File: config.mk
export PLATFORM = sky130hd
export DESIGN_NAME = rv32i_instruction_decoder
export DESIGN_NICKNAME = d
export VERILOG_FILES = /design/src/rv32id_pkg.sv /design/src/rv32id_decode.sv /design/src/rv32i_instruction_decoder.sv
export VERILOG_INCLUDE_DIRS = /design/src /design/src/src
export SDC_FILE = /design/constraint.sdc
export NUM_CORES = 1
export LEC_CHECK = 0
export ABC_AREA = 1
export BUFFER_PORTS_ARGS = -buffer_cell sky130_fd_sc_hd__buf_2
export CORE_UTILIZATION = 38
export DETAILED_ROUTE_END_ITERATION = 6
export HOLD_SLACK_MARGIN = 0.03
export SYNTH_ARGS = -nofsm -noshare
export SYNTH_HDL_FRONTEND = slang
export SYNTH_SLANG_ARGS = --single-unit
File: constraint.sdc
create_clock -name clk -period 6.1 [get_ports clk]
set_input_delay 0.305 -clock clk [delete_from_list [all_inputs] [get_ports clk]]
set_output_delay 0.305 -clock clk [all_outputs]
set_load 0.1 [all_outputs]
File: src/rv32i_instruction_decoder_macros.svh
// ---------------------------------------------------------------------------
// rv32i instruction decoder assertion macros
// shared property shapes for the decoder checks, clocked on clk,
// quiet while arst_n is low
// ---------------------------------------------------------------------------
`ifndef RV32I_INSTRUCTION_DECODER_MACROS_SVH
`define RV32I_INSTRUCTION_DECODER_MACROS_SVH

// same-cycle implication
`define RV32ID_ASSERT_NOW(label, ante, cons, msg) \
	label: assert property (@(posedge clk) disable iff (!arst_n) (ante) |-> (cons)) \
		else $error(msg);

// next-cycle implication
`define RV32ID_ASSERT_NEXT(label, ante, cons, msg) \
	label: assert property (@(posedge clk) disable iff (!arst_n) (ante) |=> (cons)) \
		else $error(msg);

`endif

File: src/rv32id_pkg.sv
// ---------------------------------------------------------------------------
// rv32id_pkg
// opcodes, format classes, instruction numbers and the decoded result type
// ---------------------------------------------------------------------------
package rv32id_pkg;

	localparam int InstrWidth  = 32;
	localparam int ResultWidth = 64;

	// major opcodes
	localparam logic [6:0] OP_REG    = 7'd51;
	localparam logic [6:0] OP_IMM    = 7'd19;
	localparam logic [6:0] OP_LOAD   = 7'd3;
	localparam logic [6:0] OP_JALR   = 7'd103;
	localparam logic [6:0] OP_STORE  = 7'd35;
	localparam logic [6:0] OP_BRANCH = 7'd99;
	localparam logic [6:0] OP_LUI    = 7'd55;
	localparam logic [6:0] OP_JAL    = 7'd111;

	// funct7 values of register ops
	localparam logic [6:0] F7_BASE = 7'd0;
	localparam logic [6:0] F7_ALT  = 7'd32;

	// format classes
	localparam logic [2:0] FMT_UNKNOWN = 3'd0;
	localparam logic [2:0] FMT_R       = 3'd1;
	localparam logic [2:0] FMT_I       = 3'd2;
	localparam logic [2:0] FMT_S       = 3'd3;
	localparam logic [2:0] FMT_SB      = 3'd4;
	localparam logic [2:0] FMT_U       = 3'd5;
	localparam logic [2:0] FMT_UJ      = 3'd6;

	// instruction numbers
	localparam logic [5:0] ID_NONE  = 6'd0;
	localparam logic [5:0] ID_ADD   = 6'd1;
	localparam logic [5:0] ID_SUB   = 6'd2;
	localparam logic [5:0] ID_XOR   = 6'd3;
	localparam logic [5:0] ID_OR    = 6'd4;
	localparam logic [5:0] ID_AND   = 6'd5;
	localparam logic [5:0] ID_SLL   = 6'd6;
	localparam logic [5:0] ID_SRL   = 6'd7;
	localparam logic [5:0] ID_SRA   = 6'd8;
	localparam logic [5:0] ID_SLT   = 6'd9;
	localparam logic [5:0] ID_SLTU  = 6'd10;
	localparam logic [5:0] ID_ADDI  = 6'd11;
	localparam logic [5:0] ID_XORI  = 6'd12;
	localparam logic [5:0] ID_ORI   = 6'd13;
	localparam logic [5:0] ID_ANDI  = 6'd14;
	localparam logic [5:0] ID_SLTI  = 6'd15;
	localparam logic [5:0] ID_SLTIU = 6'd16;
	localparam logic [5:0] ID_LB    = 6'd17;
	localparam logic [5:0] ID_LH    = 6'd18;
	localparam logic [5:0] ID_LW    = 6'd19;
	localparam logic [5:0] ID_LBU   = 6'd20;
	localparam logic [5:0] ID_LHU   = 6'd21;
	localparam logic [5:0] ID_JALR  = 6'd22;
	localparam logic [5:0] ID_SB    = 6'd23;
	localparam logic [5:0] ID_SH    = 6'd24;
	localparam logic [5:0] ID_SW    = 6'd25;
	localparam logic [5:0] ID_BEQ   = 6'd26;
	localparam logic [5:0] ID_BNE   = 6'd27;
	localparam logic [5:0] ID_BLT   = 6'd28;
	localparam logic [5:0] ID_BGE   = 6'd29;
	localparam logic [5:0] ID_BLTU  = 6'd30;
	localparam logic [5:0] ID_BGEU  = 6'd31;
	localparam logic [5:0] ID_LUI   = 6'd32;
	localparam logic [5:0] ID_JAL   = 6'd33;

	// decoded instruction
	typedef struct packed {
		logic [6:0]         opcode;
		logic [2:0]         format_class;
		logic [5:0]         instr_id;
		logic [4:0]         dest_reg;
		logic [4:0]         src_reg_a;
		logic [4:0]         src_reg_b;
		logic [2:0]         funct_three;
		logic [6:0]         funct_seven;
		logic signed [19:0] immediate;
	} dec_result_t;

endpackage

File: src/rv32id_decode.sv
// ---------------------------------------------------------------------------
// rv32id_decode
// combinational split of one instruction word into format, number and fields
// ---------------------------------------------------------------------------
module rv32id_decode
	import rv32id_pkg::*;
(
	input  logic [InstrWidth-1:0] instr,
	output dec_result_t           result
);

	logic [4:0] rd;
	logic [2:0] f3;
	logic [4:0] rs1;
	logic [4:0] rs2;
	logic [6:0] f7;

	assign rd  = instr[11:7];
	assign f3  = instr[14:12];
	assign rs1 = instr[19:15];
	assign rs2 = instr[24:20];
	assign f7  = instr[31:25];

	// field selection and instruction number per opcode
	always_comb begin
		result        = '0;
		result.opcode = instr[6:0];
		unique case (instr[6:0])
			OP_REG: begin
				result.format_class = FMT_R;
				result.dest_reg     = rd;
				result.src_reg_a    = rs1;
				result.src_reg_b    = rs2;
				result.funct_three  = f3;
				result.funct_seven  = f7;
				if (f7 == F7_BASE) begin
					unique case (f3)
						3'd0: result.instr_id = ID_ADD;
						3'd1: result.instr_id = ID_SLL;
						3'd2: result.instr_id = ID_SLT;
						3'd3: result.instr_id = ID_SLTU;
						3'd4: result.instr_id = ID_XOR;
						3'd5: result.instr_id = ID_SRL;
						3'd6: result.instr_id = ID_OR;
						default: result.instr_id = ID_AND;
					endcase
				end else if (f7 == F7_ALT && f3 == 3'd0) begin
					result.instr_id = ID_SUB;
				end else if (f7 == F7_ALT && f3 == 3'd5) begin
					result.instr_id = ID_SRA;
				end else begin
					result.instr_id = ID_NONE;
				end
			end
			OP_IMM, OP_LOAD, OP_JALR: begin
				result.format_class = FMT_I;
				result.dest_reg     = rd;
				result.src_reg_a    = rs1;
				result.funct_three  = f3;
				result.immediate    = {{8{instr[31]}}, instr[31:20]};
				if (instr[6:0] == OP_IMM) begin
					unique case (f3)
						3'd0: result.instr_id = ID_ADDI;
						3'd2: result.instr_id = ID_SLTI;
						3'd3: result.instr_id = ID_SLTIU;
						3'd4: result.instr_id = ID_XORI;
						3'd6: result.instr_id = ID_ORI;
						3'd7: result.instr_id = ID_ANDI;
						default: result.instr_id = ID_NONE;
					endcase
				end else if (instr[6:0] == OP_LOAD) begin
					unique case (f3)
						3'd0: result.instr_id = ID_LB;
						3'd1: result.instr_id = ID_LH;
						3'd2: result.instr_id = ID_LW;
						3'd4: result.instr_id = ID_LBU;
						3'd5: result.instr_id = ID_LHU;
						default: result.instr_id = ID_NONE;
					endcase
				end else begin
					// jalr ignores funct3
					result.instr_id = ID_JALR;
				end
			end
			OP_STORE: begin
				result.format_class = FMT_S;
				result.src_reg_a    = rs1;
				result.src_reg_b    = rs2;
				result.funct_three  = f3;
				result.immediate    = {{8{instr[31]}}, instr[31:25], instr[11:7]};
				unique case (f3)
					3'd0: result.instr_id = ID_SB;
					3'd1: result.instr_id = ID_SH;
					3'd2: result.instr_id = ID_SW;
					default: result.instr_id = ID_NONE;
				endcase
			end
			OP_BRANCH: begin
				result.format_class = FMT_SB;
				result.src_reg_a    = rs1;
				result.src_reg_b    = rs2;
				result.funct_three  = f3;
				// halved offset, low zero bit dropped
				result.immediate    = {{8{instr[31]}}, instr[31], instr[7],
					instr[30:25], instr[11:8]};
				unique case (f3)
					3'd0: result.instr_id = ID_BEQ;
					3'd1: result.instr_id = ID_BNE;
					3'd4: result.instr_id = ID_BLT;
					3'd5: result.instr_id = ID_BGE;
					3'd6: result.instr_id = ID_BLTU;
					3'd7: result.instr_id = ID_BGEU;
					default: result.instr_id = ID_NONE;
				endcase
			end
			OP_LUI: begin
				result.format_class = FMT_U;
				result.instr_id     = ID_LUI;
				result.dest_reg     = rd;
				result.immediate    = instr[31:12];
			end
			OP_JAL: begin
				result.format_class = FMT_UJ;
				result.instr_id     = ID_JAL;
				result.dest_reg     = rd;
				// halved jump offset
				result.immediate    = {instr[31], instr[19:12], instr[20], instr[30:21]};
			end
			default: begin
				result.format_class = FMT_UNKNOWN;
			end
		endcase
	end

endmodule

File: src/rv32i_instruction_decoder.sv
// ---------------------------------------------------------------------------
// rv32i_instruction_decoder
// Decodes one RV32I instruction word per transaction into opcode, format
// class, instruction number, register fields, funct fields and a packed
// 20-bit sign-extended immediate (branch and jump offsets halved). One word
// is accepted every clock cycle when the output side keeps up. An accepted
// word is held in the input register, decoded by the combinational decode
// logic and captured in the result register, whose valid flag drives the
// output. Backpressure on the output stalls both stages. A new word is
// still taken while a finished result waits, as long as the input register
// is free.
// ---------------------------------------------------------------------------
`include "rv32i_instruction_decoder_macros.svh"

module rv32i_instruction_decoder
	import rv32id_pkg::*;
(
	input  logic                   clk,
	input  logic                   arst_n,
	input  logic                   s_axis_tvalid,
	output logic                   s_axis_tready,
	input  logic [InstrWidth-1:0]  s_axis_tdata,  // [31:0] instr_word
	output logic                   m_axis_tvalid,
	input  logic                   m_axis_tready,
	// [6:0] opcode, [9:7] format_class, [15:10] instr_id, [20:16] dest_reg,
	// [25:21] src_reg_a, [30:26] src_reg_b, [33:31] funct_three,
	// [40:34] funct_seven, [60:41] immediate, [63:61] zero
	output logic [ResultWidth-1:0] m_axis_tdata
);

	logic                  valid_s1;
	logic [InstrWidth-1:0] instr_s1;
	logic                  valid_s2;
	dec_result_t           res_s2;
	dec_result_t           dec_res;
	logic                  s2_ready;
	logic                  in_txn;

	// stage handshakes
	assign s2_ready      = !valid_s2 || m_axis_tready;
	assign s_axis_tready = !valid_s1 || s2_ready;
	assign in_txn        = s_axis_tvalid && s_axis_tready;

	// input register
	always_ff @(posedge clk or negedge arst_n) begin
		if (!arst_n) begin
			valid_s1 <= 1'b0;
		end else if (in_txn) begin
			valid_s1 <= 1'b1;
		end else if (s2_ready) begin
			valid_s1 <= 1'b0;
		end
	end

	always_ff @(posedge clk) begin
		if (in_txn) begin
			instr_s1 <= s_axis_tdata;
		end
	end

	rv32id_decode u_decode (
		.instr  (instr_s1),
		.result (dec_res)
	);

	// result register
	always_ff @(posedge clk or negedge arst_n) begin
		if (!arst_n) begin
			valid_s2 <= 1'b0;
		end else if (s2_ready) begin
			valid_s2 <= valid_s1;
		end
	end

	always_ff @(posedge clk) begin
		if (s2_ready && valid_s1) begin
			res_s2 <= dec_res;
		end
	end

	// output packing
	assign m_axis_tvalid = valid_s2;
	assign m_axis_tdata  = {3'b000, res_s2.immediate, res_s2.funct_seven,
		res_s2.funct_three, res_s2.src_reg_b, res_s2.src_reg_a, res_s2.dest_reg,
		res_s2.instr_id, res_s2.format_class, res_s2.opcode};

	// checks
	`RV32ID_ASSERT_NEXT(a_in_lands_s1, in_txn, valid_s1, "accepted word missing from stage 1")
	`RV32ID_ASSERT_NEXT(a_s1_moves_s2, valid_s1 && s2_ready, valid_s2, "stage 1 item lost on its way out")
	`RV32ID_ASSERT_NOW(a_unknown_clear, valid_s2 && res_s2.format_class == FMT_UNKNOWN, res_s2.instr_id == ID_NONE && res_s2.immediate == '0 && res_s2.dest_reg == '0, "unknown opcode left fields set")
	`RV32ID_ASSERT_NOW(a_r_no_imm, valid_s2 && res_s2.format_class == FMT_R, res_s2.immediate == '0, "register op carries an immediate")
	`RV32ID_ASSERT_NOW(a_lui_is_u, valid_s2 && res_s2.instr_id == ID_LUI, res_s2.format_class == FMT_U && res_s2.src_reg_a == '0, "lui decoded with the wrong format")

endmodule
## Word level (Yosys, flattened, before mapping)

Index checks and enable logic that the tools add are counted.

- Eq/ne operators: 16
- Mux-type cells: 15
- Reduce and logical (&&, ||, !) cells: 15

Operators by type and width:

| operator | count |
|---|---|
| $pmux 20 s5 | 1 |
| $pmux 5 s6 | 2 |
| $pmux 6 s6 | 1 |
| $eq 7x6->1 const B | 4 |
| $pmux 4 s7 | 1 |
| $pmux 5 s5 | 1 |
| $eq 7x7->1 const B | 3 |
| $mux 6 | 3 |
| $pmux 3 s6 | 1 |
| $pmux 5 s3 | 1 |
| $eq 3x3->1 const B | 4 |
| $reduce_or 6->1 | 2 |
| $mux 4 | 2 |
| $eq 7x2->1 const B | 1 |
| $eq 7x5->1 const B | 1 |
| $logic_not 7->1 | 1 |
| $eq 3x2->1 const B | 2 |
| $reduce_or 3->1 | 2 |
| $logic_and 1x1->1 | 4 |
| $eq 3x1->1 const B | 1 |
| $logic_not 3->1 | 1 |
| $logic_not 1->1 | 2 |
| $logic_or 1x1->1 | 2 |
| $mux 1 | 2 |
| $reduce_bool 2->1 | 1 |

- Input port bits: 36
- Register bits: 95
- Output and inout port bits: 66

## Longest topological paths before layout

- Depth after elaboration: 6
- Gate-level depth with buffers: 10
- Gate-level depth less buffers: 9

## Modules after synthesis

Synthesis repeated with hierarchy kept, for this count alone.

- Cells, all modules: 380
- Area total of the unflattened synthesis: 4,154.0 um2

Modules (own cells, without submodules):

| module | area each (um2) | sequential area each (um2) | times used | cells each |
|---|---|---|---|---|
| rv32i_instruction_decoder | 2,914.0 | 2,842.7 | 1 | 109 |
| rv32id_decode | 1,239.9 | 0.0 | 1 | 271 |

## Least setup slack after synthesis

OpenSTA, ideal clock, no wires.

- Path type: reg-to-reg
- Start point: reg valid_s2, in the netlist m_axis_tvalid
- End point: reg res_s2 (netlist bit m_axis_tdata[0]), enable pin
- Path slack: 1.696 ns
- Stages on the path, launching flop included: 2
- Period minus slack after synthesis: 4.404 ns
- Library setup time: 0.500 ns
- Data required time: 5.600 ns
- Arrival: 3.905 ns
- Cell sequence: dfrtp_1 a21oi_1

- Cells in the longest elaborated chain, start to end: 3

RTL lines:

| what | RTL line | source |
|---|---|---|
| start: declaration | rv32i_instruction_decoder.sv:33 | `logic valid_s2;` |
| start signal: assignment | rv32i_instruction_decoder.sv:71 | `valid_s2 <= valid_s1;` |
| $logic_not 1->1 | rv32i_instruction_decoder.sv:40 | `assign s2_ready = !valid_s2 \|\| m_axis_tready;` |
| $logic_or 1x1->1 | rv32i_instruction_decoder.sv:40 |  |
| $logic_and 1x1->1 | rv32i_instruction_decoder.sv:76 | `if (s2_ready && valid_s1) begin` |
| end signal: assignment | rv32i_instruction_decoder.sv:77 | `res_s2 <= dec_res;` |
| end: declaration | rv32i_instruction_decoder.sv:34 | `dec_result_t res_s2;` |

Every way passes these cells.
A chain may end at the register's enable or synchronous reset.

==> results.sh <==
export IMPL_yosysSeqAreaShare_pct=67.4
export IMPL_use_met1_pct=22.5
export IMPL_fin_crit_sh_pct=30.9
export IMPL_grt_pass1_vias=2952
export IMPL_relSlewSlack_pct=46.5
export IMPL_area_growth_synth_to_final_pct=20.8
export IMPL_synth_simple_area_share_pct=22.9
export IMPL_maxCapViolCount=0
export IMPL_synthAdderAreaFrac_pct=1.19
export IMPL_cp_data_required_time_ns=6.31
export IMPL_p_total_w=0.00172
export IMPL_crit_chain="nor3_4 -> nand2_2 -> nand2_4 -> nand2_4 -> nand4_1"
export IMPL_setup_viol_count_final=0
export IMPL_drc=0
export IMPL_vias=3050
export IMPL_synth_edf_count=93
export IMPL_ant_nets=0
export IMPL_clockRootBuffer="clkbuf_8"
export IMPL_first_pass_iters=4
export IMPL_report_final_slew_viol_count=0
export IMPL_post_place_ws_ns=4.27
export IMPL_synth_seq_cells=95
export IMPL_grt_overflow_total=0
export IMPL_status="finished clean"
export IMPL_arrival_ns=2.10
export IMPL_vdd_drop_max_v=0.000147
export IMPL_yosysWarnings=0
export IMPL_worst_pin_slew_ns=0.802
export IMPL_syn_cell_area_um2=4220
export IMPL_fin_nets=539
export IMPL_viasPerCell=4.74
export IMPL_drt_iter0_drc=165
export IMPL_synthXorXnorAreaFrac_pct=0
export IMPL_synth_top_area_share_pct=66.3
export IMPL_cts_max_level=3
export IMPL_cts_sinks=95
export IMPL_synth_top_family_by_area="simple AND/OR/NAND/NOR gates"
export IMPL_start_util_pct=38.9
export IMPL_fin_skew_ns=0.00605
export IMPL_min_period_ns=1.88
export IMPL_grt_pass1_wl_um=14900
export IMPL_power_density_nw_per_um2=338
export IMPL_cts_resized_gates=0
export IMPL_die_h_um=107
export IMPL_post_cts_buffers=0
export IMPL_ys_async_sr_fraction_pct=2.11
export IMPL_cts_tree="yes"
export IMPL_port_buffers=98
export IMPL_p_leak_nw=2.35
export IMPL_grt_max_degree=62
export IMPL_syn_inst=395
export IMPL_ys_types=24
export IMPL_track_usage_pct=17.5
export IMPL_holdCritPathClass="in2reg"
export IMPL_rsz0062_at_grt="no"
export IMPL_synth_common_cells="93 x edfxtp_1, 93 x nand2_1, 51 x nor2_1"
export IMPL_crit_path_start_kind="flop"
export IMPL_synth_mux_area_share_pct=0
export IMPL_slowest_stage="nor3_4"
export IMPL_final_util_pct=47.0
export IMPL_antenna_found_initial=1
export IMPL_wl_um=9400
export IMPL_fin_tns_setup_ns=0
export IMPL_io_pins=102
export IMPL_cts_max_path_buffers=2
export IMPL_crit_top_cell="nand2_4"
export IMPL_criticalPathCategory="reg2reg"
export IMPL_dp_hpwl_um=6610
export IMPL_core_um2=10800
export IMPL_die_area_um2=11500
export IMPL_cp_end_kind="flop"
export IMPL_die_width_um=107
export IMPL_met2_usage_pct=27.9
export IMPL_clkTransAtPathRegs_ns=0.09
export IMPL_synth_top_flop_cell="edfxtp_1"
export IMPL_crit_family="simple AND/OR/NAND/NOR gates"
export IMPL_critical_path_buf_inv_count=0
export IMPL_final_hold_viol_count=0
export IMPL_ys_top_cells_by_area="edfxtp_1 66%, nand2_1 8.3%, nand3_1 5.3%"
export IMPL_busiest_layer="met2"
export IMPL_layout_setup_ws_ns=4.22
export IMPL_synth_area_per_cell_um2=10.7
export IMPL_multi_input_area_um2=1130
export IMPL_hold_ws_ns=0.108
export IMPL_max_freq_ghz=0.531
export IMPL_cp_max_fo=17
export IMPL_regArea_um2=2840
export IMPL_max_stage_delay_ns=0.61
export IMPL_globalplace_congestion=0.899
export IMPL_drive_above_1_share_pct=26.2
export IMPL_rows=38
export IMPL_wl_per_cell_um=14.6
export IMPL_numCtsBuffers=9
export IMPL_clock_latency_ns=0.37
export IMPL_use_met3_pct=2.91
export IMPL_synth_compound_area_share_pct=2.20
export IMPL_synth_top_cell_by_area="edfxtp_1"
export IMPL_fill_cells=1040
==> flip-flops by register name, indices dropped and copies added (netlist names) <==
name and flops:
instr_s1 32, m_axis_tdata 61, m_axis_tvalid 1, valid_s1 1
==> placed cells by master (no fill, tap or decap), drive strengths merged, types with 2 or more instances in the layout <==
| cell | instances |
|---|---|
| nand3 | 46 |
| bufinv | 3 |
| nor2 | 55 |
| a21oi | 8 |
| edfxtp | 93 |
| nand4 | 11 |
| nand2 | 100 |
| o21ai | 9 |
| clkbuf | 10 |
| inv | 52 |
| dfrtp | 2 |
| buf | 100 |
| clkinv | 3 |
| ha | 4 |
| conb | 3 |
==> cell type report <==
class                   count  share of cell area (%)
flip-flops and latches     95                    55.8
clock buffers              10                    2.51
inverters                  53                    3.91
clock inverters             5                    1.92
diodes                      1                  0.0491
multi-input cells         239                    22.2
repair buffers            101                    10.1
well taps                 140                    3.44
==> report_power, final <==
group | internal [W] | switching [W]
Combinational | 0.0000490 | 0.000378
Sequential | 0.000787 | 0.0000316
Clock | 0.000268 | 0.000210
==> cell families after synthesis <==
logic type | count (synthesis)
AOI/OAI and AO/OA | 18
adders and majority gates | 4
buffers and inverters | 63
DFF | 95
other | 1
and+or+nand+nor | 214
==> timing repair <==
item / CTS / global route
endpoints found under the setup margin: 0 / 0
hold buffers: 1 / 0
hold endpoints to repair: 2 / 0
==> stage by stage <==
step | std cells | cell area, um^2
finish | 644 | 5090
global route | 643 | 5090
CTS | 643 | 5090
detailed placement | 627 | 4850
global placement | 627 | 4850
floorplan | 397 | 4220
==> final timing paths <==
check                                      start                to  slack [ns]  cells past startpoint
worst max-delay path                 instr_s1[3]  m_axis_tdata[55]        4.22                      5
worst min-delay path            s_axis_tdata[13]      instr_s1[13]        0.11                      1
max in group asynchronous                 arst_n          valid_s1        5.77                      2
worst min register to register       instr_s1[0]   m_axis_tdata[0]        0.45                      0
min in group asynchronous                 arst_n     m_axis_tvalid        0.24                      2
worst max register to register       instr_s1[3]  m_axis_tdata[55]        4.22                      5
==> layer usage <==
layer,wire length [um],share of wire (%)
met1,4110,44
met4,249,2.7
met2,4520,48
met3,519,5.5
met5,0,0
==> worst register-to-register path, delay by kind of cell (launching register included) <==
kind / cells / cell delay (ns)
flops: 1 / 0.47
simple gates: 5 / 1.26
Power figures use the tool's default switching activity.
